File: src/design/spq_pkg.sv
package spq_pkg;

   localparam int QUEUE_CAPACITY   = 16;
   localparam int KEY_W            = 32;
   localparam int PAYLOAD_W        = 32;
   localparam int OPCODE_W         = 2;
   localparam int COUNT_W          = 5;

   typedef enum logic [OPCODE_W-1:0] {
      OP_INSERT = 2'd0,
      OP_REMOVE = 2'd1,
      OP_NOP    = 2'd2
   } opcode_type;

   typedef struct packed {
      logic [KEY_W-1:0]     key;
      logic [PAYLOAD_W-1:0] payload;
   } entry_type;

   // per-cycle command broadcast to every cell
   typedef struct packed {
      logic insert;
      logic remove;
   } cell_ctrl_type;

endpackage

File: src/design/spq_req_if.sv
interface spq_req_if;
   logic                           valid;
   logic                           ready;
   logic [spq_pkg::OPCODE_W-1:0]   opcode;
   logic [spq_pkg::KEY_W-1:0]      entry_key;
   logic [spq_pkg::PAYLOAD_W-1:0]  entry_payload;

   modport source (output valid, output opcode, output entry_key, output entry_payload,
                   input ready);
   modport sink   (input valid, input opcode, input entry_key, input entry_payload,
                   output ready);
endinterface

File: src/design/spq_rsp_if.sv
interface spq_rsp_if;
   logic                           valid;
   logic                           ready;
   logic                           accepted;
   logic [spq_pkg::COUNT_W-1:0]    entry_count;
   logic                           head_valid;
   logic [spq_pkg::KEY_W-1:0]      head_key;
   logic [spq_pkg::PAYLOAD_W-1:0]  head_payload;

   modport source (output valid, output accepted, output entry_count, output head_valid,
                   output head_key, output head_payload, input ready);
   modport sink   (input valid, input accepted, input entry_count, input head_valid,
                   input head_key, input head_payload, output ready);
endinterface

File: src/design/spq_cell.sv
module spq_cell #(
   parameter int INDEX = 0,
   parameter int CNT_W = 5
) (
   input  logic                   clock,
   input  spq_pkg::cell_ctrl_type ctrl,
   input  spq_pkg::entry_type     new_entry,
   input  spq_pkg::entry_type     left_entry,
   input  logic                   left_greater,
   input  spq_pkg::entry_type     right_entry,
   input  logic [CNT_W-1:0]       count,
   output spq_pkg::entry_type     entry,
   output logic                   greater
);

   spq_pkg::entry_type entry_ff;
   spq_pkg::entry_type entry_in;
   logic               occupied;

   assign occupied = count > CNT_W'(INDEX);
   assign greater  = occupied && (entry_ff.key > new_entry.key);
   assign entry    = entry_ff;

   always_comb begin
      entry_in = entry_ff;
      priority if (ctrl.insert) begin
         // stay put, take the new entry, or shift back from the left
         priority if (greater) begin
            entry_in = entry_ff;
         end else if (left_greater) begin
            entry_in = new_entry;
         end else begin
            entry_in = left_entry;
         end
      end else if (ctrl.remove) begin
         entry_in = right_entry;
      end else begin
         entry_in = entry_ff;
      end
   end

   always_ff @(posedge clock) begin
      entry_ff <= entry_in;
   end

endmodule

File: src/design/sorted_priority_queue.sv
// sorted priority queue, kept as a chain of cells ordered front first
//
// req_ch carries one operation per beat: insert (key, payload), remove the
// front entry, or no-op. rsp_ch returns exactly one status beat per request:
// accepted flag, entry count after the operation, and the front entry with
// its valid flag (key and payload read zero when empty).
// an insert into a full queue or a remove from an empty one is refused and
// leaves the contents unchanged.
//
// the status beat is registered and valid in the cycle after the request beat.
// throughput: one operation per cycle while rsp_ch keeps up; every cell
// compares against the new key and shifts toward its neighbor in the same
// cycle, so the cell chain sets the rate, not the depth.
// when rsp_ch stalls, the pending status beat is held and req_ch.ready drops
// until it is taken; the beat leaves and the next request enters together.
// reset (synchronous, active high) empties the queue and drops rsp valid;
// entry storage itself is not cleared, only the count is.
module sorted_priority_queue #(
   parameter int CAPACITY = spq_pkg::QUEUE_CAPACITY
) (
   input logic      clock,
   input logic      reset,
   spq_req_if.sink   req_ch,
   spq_rsp_if.source rsp_ch
);

   localparam int CNT_W = $clog2(CAPACITY + 1);

   // queue control
   logic [CNT_W-1:0]       count_ff;
   logic [CNT_W-1:0]       count_in;
   logic                   rsp_valid_ff;
   logic                   accepted_ff;
   logic                   fire;
   logic                   full;
   logic                   empty;
   logic                   op_ok;
   spq_pkg::cell_ctrl_type ctrl;
   spq_pkg::entry_type     new_entry;

   // cell chain taps
   spq_pkg::entry_type cell_entry   [CAPACITY];
   logic               cell_greater [CAPACITY];

   assign fire         = req_ch.valid && req_ch.ready;
   assign req_ch.ready = !rsp_valid_ff || rsp_ch.ready;
   assign full         = count_ff == CNT_W'(CAPACITY);
   assign empty        = count_ff == '0;

   assign new_entry.key     = req_ch.entry_key;
   assign new_entry.payload = req_ch.entry_payload;

   // decode the operation; unused opcode behaves as a no-op
   always_comb begin
      ctrl  = '0;
      op_ok = 1'b1;
      unique case (spq_pkg::opcode_type'(req_ch.opcode))
         spq_pkg::OP_INSERT: begin
            op_ok       = !full;
            ctrl.insert = fire && !full;
         end
         spq_pkg::OP_REMOVE: begin
            op_ok       = !empty;
            ctrl.remove = fire && !empty;
         end
         default: begin
            op_ok = 1'b1;
         end
      endcase
   end

   always_comb begin
      priority if (ctrl.insert) begin
         count_in = count_ff + CNT_W'(1);
      end else if (ctrl.remove) begin
         count_in = count_ff - CNT_W'(1);
      end else begin
         count_in = count_ff;
      end
   end

   always_ff @(posedge clock) begin
      if (reset) begin
         count_ff     <= '0;
         rsp_valid_ff <= 1'b0;
      end else begin
         count_ff <= count_in;
         if (fire) begin
            rsp_valid_ff <= 1'b1;
         end else if (rsp_ch.ready) begin
            rsp_valid_ff <= 1'b0;
         end
      end
   end

   always_ff @(posedge clock) begin
      if (fire) begin
         accepted_ff <= op_ok;
      end
   end

   // cell chain: front at index 0, each cell sees its two neighbors
   for (genvar i = 0; i < CAPACITY; i++) begin : g_cell
      spq_pkg::entry_type left_entry;
      spq_pkg::entry_type right_entry;
      logic               left_greater;

      if (i == 0) begin : g_front
         assign left_entry   = new_entry;
         assign left_greater = 1'b1;
      end else begin : g_mid
         assign left_entry   = cell_entry[i-1];
         assign left_greater = cell_greater[i-1];
      end

      if (i == CAPACITY - 1) begin : g_back
         assign right_entry = cell_entry[i];
      end else begin : g_inner
         assign right_entry = cell_entry[i+1];
      end

      spq_cell #(
         .INDEX (i),
         .CNT_W (CNT_W)
      ) u_cell (
         .clock        (clock),
         .ctrl         (ctrl),
         .new_entry    (new_entry),
         .left_entry   (left_entry),
         .left_greater (left_greater),
         .right_entry  (right_entry),
         .count        (count_ff),
         .entry        (cell_entry[i]),
         .greater      (cell_greater[i])
      );
   end

   // status comes straight from the registered count and front cell; neither
   // changes while a beat waits, since no request enters until it is taken
   assign rsp_ch.valid        = rsp_valid_ff;
   assign rsp_ch.accepted     = accepted_ff;
   assign rsp_ch.entry_count  = spq_pkg::COUNT_W'(count_ff);
   assign rsp_ch.head_valid   = !empty;
   assign rsp_ch.head_key     = empty ? '0 : cell_entry[0].key;
   assign rsp_ch.head_payload = empty ? '0 : cell_entry[0].payload;

   // count never runs past the chain length
   a_count_bound: assert property (@(posedge clock) disable iff (reset)
      count_ff <= CNT_W'(CAPACITY))
      else $error("entry count beyond capacity");

   // a done insert grows the queue by exactly one
   a_insert_count: assert property (@(posedge clock) disable iff (reset)
      ctrl.insert |=> count_ff == $past(count_ff) + CNT_W'(1))
      else $error("insert did not advance count");

   // no-op and refused operations leave the count alone
   a_hold_count: assert property (@(posedge clock) disable iff (reset)
      (fire && !ctrl.insert && !ctrl.remove) |=> $stable(count_ff))
      else $error("count moved without an operation");

   // front two entries stay in non-increasing key order
   a_front_order: assert property (@(posedge clock) disable iff (reset)
      count_ff >= CNT_W'(2) |-> cell_entry[0].key >= cell_entry[1].key)
      else $error("front entries out of order");

endmodule
File: src/flat_wrapper.sv
// flat-port wrapper written by rule: the top's interface ports become plain ports
module sorted_priority_queue_flat 
#(
   parameter int CAPACITY = spq_pkg::QUEUE_CAPACITY
)
  (clock, reset, req_ch_valid, req_ch_opcode, req_ch_entry_key, req_ch_entry_payload, req_ch_ready, rsp_ch_valid, rsp_ch_accepted, rsp_ch_entry_count, rsp_ch_head_valid, rsp_ch_head_key, rsp_ch_head_payload, rsp_ch_ready);
  spq_req_if req_ch_i ();
  spq_rsp_if rsp_ch_i ();
  input logic clock;
  input logic reset;
  input wire logic [$bits(req_ch_i.valid)-1:0] req_ch_valid;
  input wire logic [$bits(req_ch_i.opcode)-1:0] req_ch_opcode;
  input wire logic [$bits(req_ch_i.entry_key)-1:0] req_ch_entry_key;
  input wire logic [$bits(req_ch_i.entry_payload)-1:0] req_ch_entry_payload;
  output wire logic [$bits(req_ch_i.ready)-1:0] req_ch_ready;
  output wire logic [$bits(rsp_ch_i.valid)-1:0] rsp_ch_valid;
  output wire logic [$bits(rsp_ch_i.accepted)-1:0] rsp_ch_accepted;
  output wire logic [$bits(rsp_ch_i.entry_count)-1:0] rsp_ch_entry_count;
  output wire logic [$bits(rsp_ch_i.head_valid)-1:0] rsp_ch_head_valid;
  output wire logic [$bits(rsp_ch_i.head_key)-1:0] rsp_ch_head_key;
  output wire logic [$bits(rsp_ch_i.head_payload)-1:0] rsp_ch_head_payload;
  input wire logic [$bits(rsp_ch_i.ready)-1:0] rsp_ch_ready;
  assign req_ch_i.valid = req_ch_valid;
  assign req_ch_i.opcode = req_ch_opcode;
  assign req_ch_i.entry_key = req_ch_entry_key;
  assign req_ch_i.entry_payload = req_ch_entry_payload;
  assign req_ch_ready = req_ch_i.ready;
  assign rsp_ch_valid = rsp_ch_i.valid;
  assign rsp_ch_accepted = rsp_ch_i.accepted;
  assign rsp_ch_entry_count = rsp_ch_i.entry_count;
  assign rsp_ch_head_valid = rsp_ch_i.head_valid;
  assign rsp_ch_head_key = rsp_ch_i.head_key;
  assign rsp_ch_head_payload = rsp_ch_i.head_payload;
  assign rsp_ch_i.ready = rsp_ch_ready;
  sorted_priority_queue #(.CAPACITY(CAPACITY)) u_core (.clock(clock), .reset(reset), .req_ch(req_ch_i), .rsp_ch(rsp_ch_i));
endmodule
File: config.mk
export PLATFORM = sky130hd
export DESIGN_NAME = sorted_priority_queue_flat
export DESIGN_NICKNAME = d
export VERILOG_FILES = /design/src/design/spq_pkg.sv /design/src/design/spq_req_if.sv /design/src/design/spq_rsp_if.sv /design/src/design/spq_cell.sv /design/src/design/sorted_priority_queue.sv /design/src/flat_wrapper.sv
export SDC_FILE = /design/constraint.sdc
export NUM_CORES = 2
export LEC_CHECK = 0
export ABC_CLOCK_PERIOD_IN_PS = 9590
export CAP_MARGIN = 40
export CELL_PAD_IN_SITES_DETAIL_PLACEMENT = 0
export CELL_PAD_IN_SITES_GLOBAL_PLACEMENT = 1
export CORE_UTILIZATION = 52
export DETAILED_ROUTE_END_ITERATION = 10
export DONT_BUFFER_PORTS = 1
export MAX_ROUTING_LAYER = met4
export PLACE_DENSITY = 0.91
export SYNTH_ARGS = -nofsm -noshare
export SYNTH_HDL_FRONTEND = slang
export SYNTH_SLANG_ARGS = --single-unit
File: constraint.sdc
create_clock -name clock -period 9.59 [get_ports clock]
set_clock_uncertainty 0.2 [all_clocks]
set_input_delay 0.4795 -clock clock [delete_from_list [all_inputs] [get_ports clock]]
set_output_delay 0.4795 -clock clock [all_outputs]
set_load 0.05 [all_outputs]
==> flow_summary.ini <==
[clock_tree]
cts_setup_buffers = 0
h-tree-depth = 3
clk_path_buf_depth = 3
post_cts_resized = 0
cts_tree = done
clkTransAtPathRegs_ps = 60
cts_root_buf = clkbuf_16
cts.sinks = 1031
clk_latency_ps = 710
cts_made_buffers = 108

[timing]
hold_ws_ps = 52.80
rsz0062_at_grt = no
slew_headroom_pct = 31.72
tightest_slew_ps = 1024
fin_crit_ps = 5511
hold_violations = 0
fin_tns_setup_ps = 0
setup_viol = 0
slew_viol_final = 0
fmax_ghz = 0.1815
period_share_pct = 57.46

[floorplanning]
core_area_um2 = 118400
io_pins = 143
rows = 126
die_x_um = 348.0
dieHeight_um = 348.0
dieArea_um2 = 121100
start_util_pct = 52.57

[grt]
use_met2_pct = 37.54
grt_pass1_wl_um = 267200
grt_util_met3_pct = 5.457
antenna_found_initial = 23
overflow = 0
grt_usage_pct = 28.84
grt_pass1_vias = 44160
grt_max_degree = 221
met1_usage_pct = 45.45
top_usage_layer = met1

[worst_setup_path]
crit_required_ps = 9700
worst-setup-path-type = in -> reg
reg2reg_from = u_core.rsp_ch.entry_count[1]
cp.depth = 13
crit_fanout = 56
worst_r2r_endpoint = u_core.g_cell[14].u_cell.entry[4]
crit_arrival_ps = 5620
cp_cell_sequence = dlygate4sd3_1, inv_1, buf_4, ha_1, nand4_1, nor4_1, a21o_1, a21oi_1, a31oi_4, buf_4, nand2_1, nand2_2, buf_4
cpPeakStageDelay_ps = 1190
start_kind = input port
endpoint_kind = register
rr_worst_depth = 9
critPathTopFamily = buffers and inverters
cp_slowest_cell = dlygate4sd3_1
crit_top_cell = buf_4
ff2ff_setup_slack_ps = 4500
crit_buf_inv = 5

[synth]
yosysTopAreaCell = edfxtp_1
synthAdderAreaFrac_pct = 10.39
ys.warnings.count = 0
synth_edf_count = 1025
synth_top_area_share_pct = 49.45
ys_async_sr_fraction_pct = 0
ys_ff_latch = 1031
synth_compound_area_share_pct = 13.59
synth.area.top_cells = edfxtp_1 49%, ha_1 10%, mux2i_1 7.0%
synth_cell_types = 57
synth-xor-area-share_pct = 0.05628
synth.area.mux_share_pct = 8.153
yosys_most_used_dff = edfxtp_1
seq_area_frac_synth_pct = 49.64
synth_nets = 6497
synth_top_family_by_area = simple AND/OR/NAND/NOR gates
syn_area_per_cell_um2 = 10.53
synth-simple-area-share_pct = 14.27
syn_inst = 5910
netlist_area_um2 = 62240

[drt]
avgViaCountPerCell = 6.422
first_pass_iters = 6
dr.first_iter.drc_count = 6916
drc = 0
wirelength_um = 175100
vias = 48180
antenna_left = 0
wire_per_inst_um = 23.34

[placed_design]
detailed_place_hpwl_um = 118300
dpl_cell_area_um2 = 63990
io_buffers = 0
gp_congestion = 0.9140

[run]
drv_cap = 0

[outcome]
status = finished clean

[finish]
layout_common_cells = 1101 x nand2_1, 1025 x edfxtp_1, 529 x nand3_1
mostFrequentLayoutCell = nand2_1
drive_gt1_share_pct = 6.651
finalNetCount = 6371
stdcell_area_um2 = 68100
area_growth_pct = 9.402

[pwr]
p_int_mw = 8.088
switchingPower_mw = 3.125
p_sw_share_pct = 27.87
p_leak_nw = 27.95
vdd_drop_max_v = 0.0001580
combPwrFrac_pct = 15.2
pwr-share-seq_pct = 48.9
p_clk_share_pct = 35.9
power.density_nw_per_um2 = 164.7

[worst_hold_path]
min_path_cells = 4
hold_path_startpoint = req_ch_opcode[1]
hold_path.class = in -> reg
holdPathEnd = u_core.rsp_ch.entry_count[1]
[sequential cells by signal, summed over array words and instances (netlist names)]
name,cells
u_core.rsp_ch.entry_count,5
u_core.g_cell.u_cell.entry,1024
u_core.rsp_ch.valid,1
u_core.rsp_ch.accepted,1
[cells in the mapped netlist, drive strengths merged, types with 11 or more instances]
cell type / number
a2111oi: 16
a211oi: 21
a21o: 41
a21oi: 218
a22oi: 11
a31oi: 16
buf: 205
clkbuf: 249
edfxtp: 1025
ha: 517
inv: 62
mux2: 64
mux2i: 435
nand2: 1116
nand3: 529
nand4: 124
nor2: 40
nor2b: 85
nor3: 21
nor4: 19
o211ai: 464
o21ai: 525
o221ai: 14
or4: 16
or4b: 14
[through the flow]
step                total power [mW]  setup WS [ps]  utilization [%]  instances
floorplan                      6.709           1904                -       5910
global placement               7.027           4326            53.07       7112
detailed placement             7.172           4506            54.05       7204
CTS                            11.22           4235            57.41       7462
global route                   11.59           3829            57.49       7491
finish                         11.21           4079            57.51       7501
[worst max path at each step]
stage,from,to,slack [ps]
after global routing,req_ch_entry_key[23],u_core.g_cell[6].u_cell.entry[44],3830
after CTS,req_ch_entry_key[23],u_core.g_cell[6].u_cell.entry[42],4230
after global placement,u_core.rsp_ch.entry_count[1],u_core.g_cell[3].u_cell.entry[15],4330
after floorplan,u_core.rsp_ch.valid,u_core.g_cell[15].u_cell.entry[0],1900
after detailed placement,req_ch_entry_key[1],u_core.g_cell[1].u_cell.entry[20],4510
final,req_ch_entry_key[23],u_core.g_cell[13].u_cell.entry[8],4080
[kinds of logic after synthesis]
logic type,Yosys count
fa+ha+maj,517
xor+xnor,4
compound gates,1364
simple gates,1979
flops,1031
mux,499
buf+inv,516
[cell type report]
cell class	instances	area [um^2]
fillers	9684	50300
flip-flops and latches	1031	30900
multi-input cells	4363	29220
clock buffers	131	2810
repair buffers	218	2356
well taps	1600	2002
clock inverters	59	483.0
inverters	62	232.7
diodes	37	92.59
[tightest hold or removal path, stage by stage]
cell and delay [ps]:
a2111oi_4 20, buf_12 190, nand2_1 130, a311oi_1 80
[power by group through the flow]
| stage | Combinational, mW | Clock (mW) | Sequential [mW] |
|---|---|---|---|
| final | 1.70 | 4.03 | 5.48 |
| after floorplan | 1.22 | 0 | 5.49 |
| after global placement | 1.47 | 0 | 5.56 |
| after detailed placement | 1.61 | 0 | 5.56 |
| after CTS | 1.68 | 4.07 | 5.47 |
| after global routing | 1.87 | 4.23 | 5.50 |
[routing by layer]
layer | vias up | share of wire (%)
li1 | 22250 | -
met1 | 23090 | 47
met2 | 2619 | 40
met3 | 216 | 12
met4 | 0 | 2.0
met5 | - | 0
[what timing repair did]
action | CTS | global route
endpoints found under the setup margin | 0 | 0
endpoints found under the hold margin | 507 | 0
hold buffers | 68 | 0
Note: power is estimated with default switching activity, not from simulation.
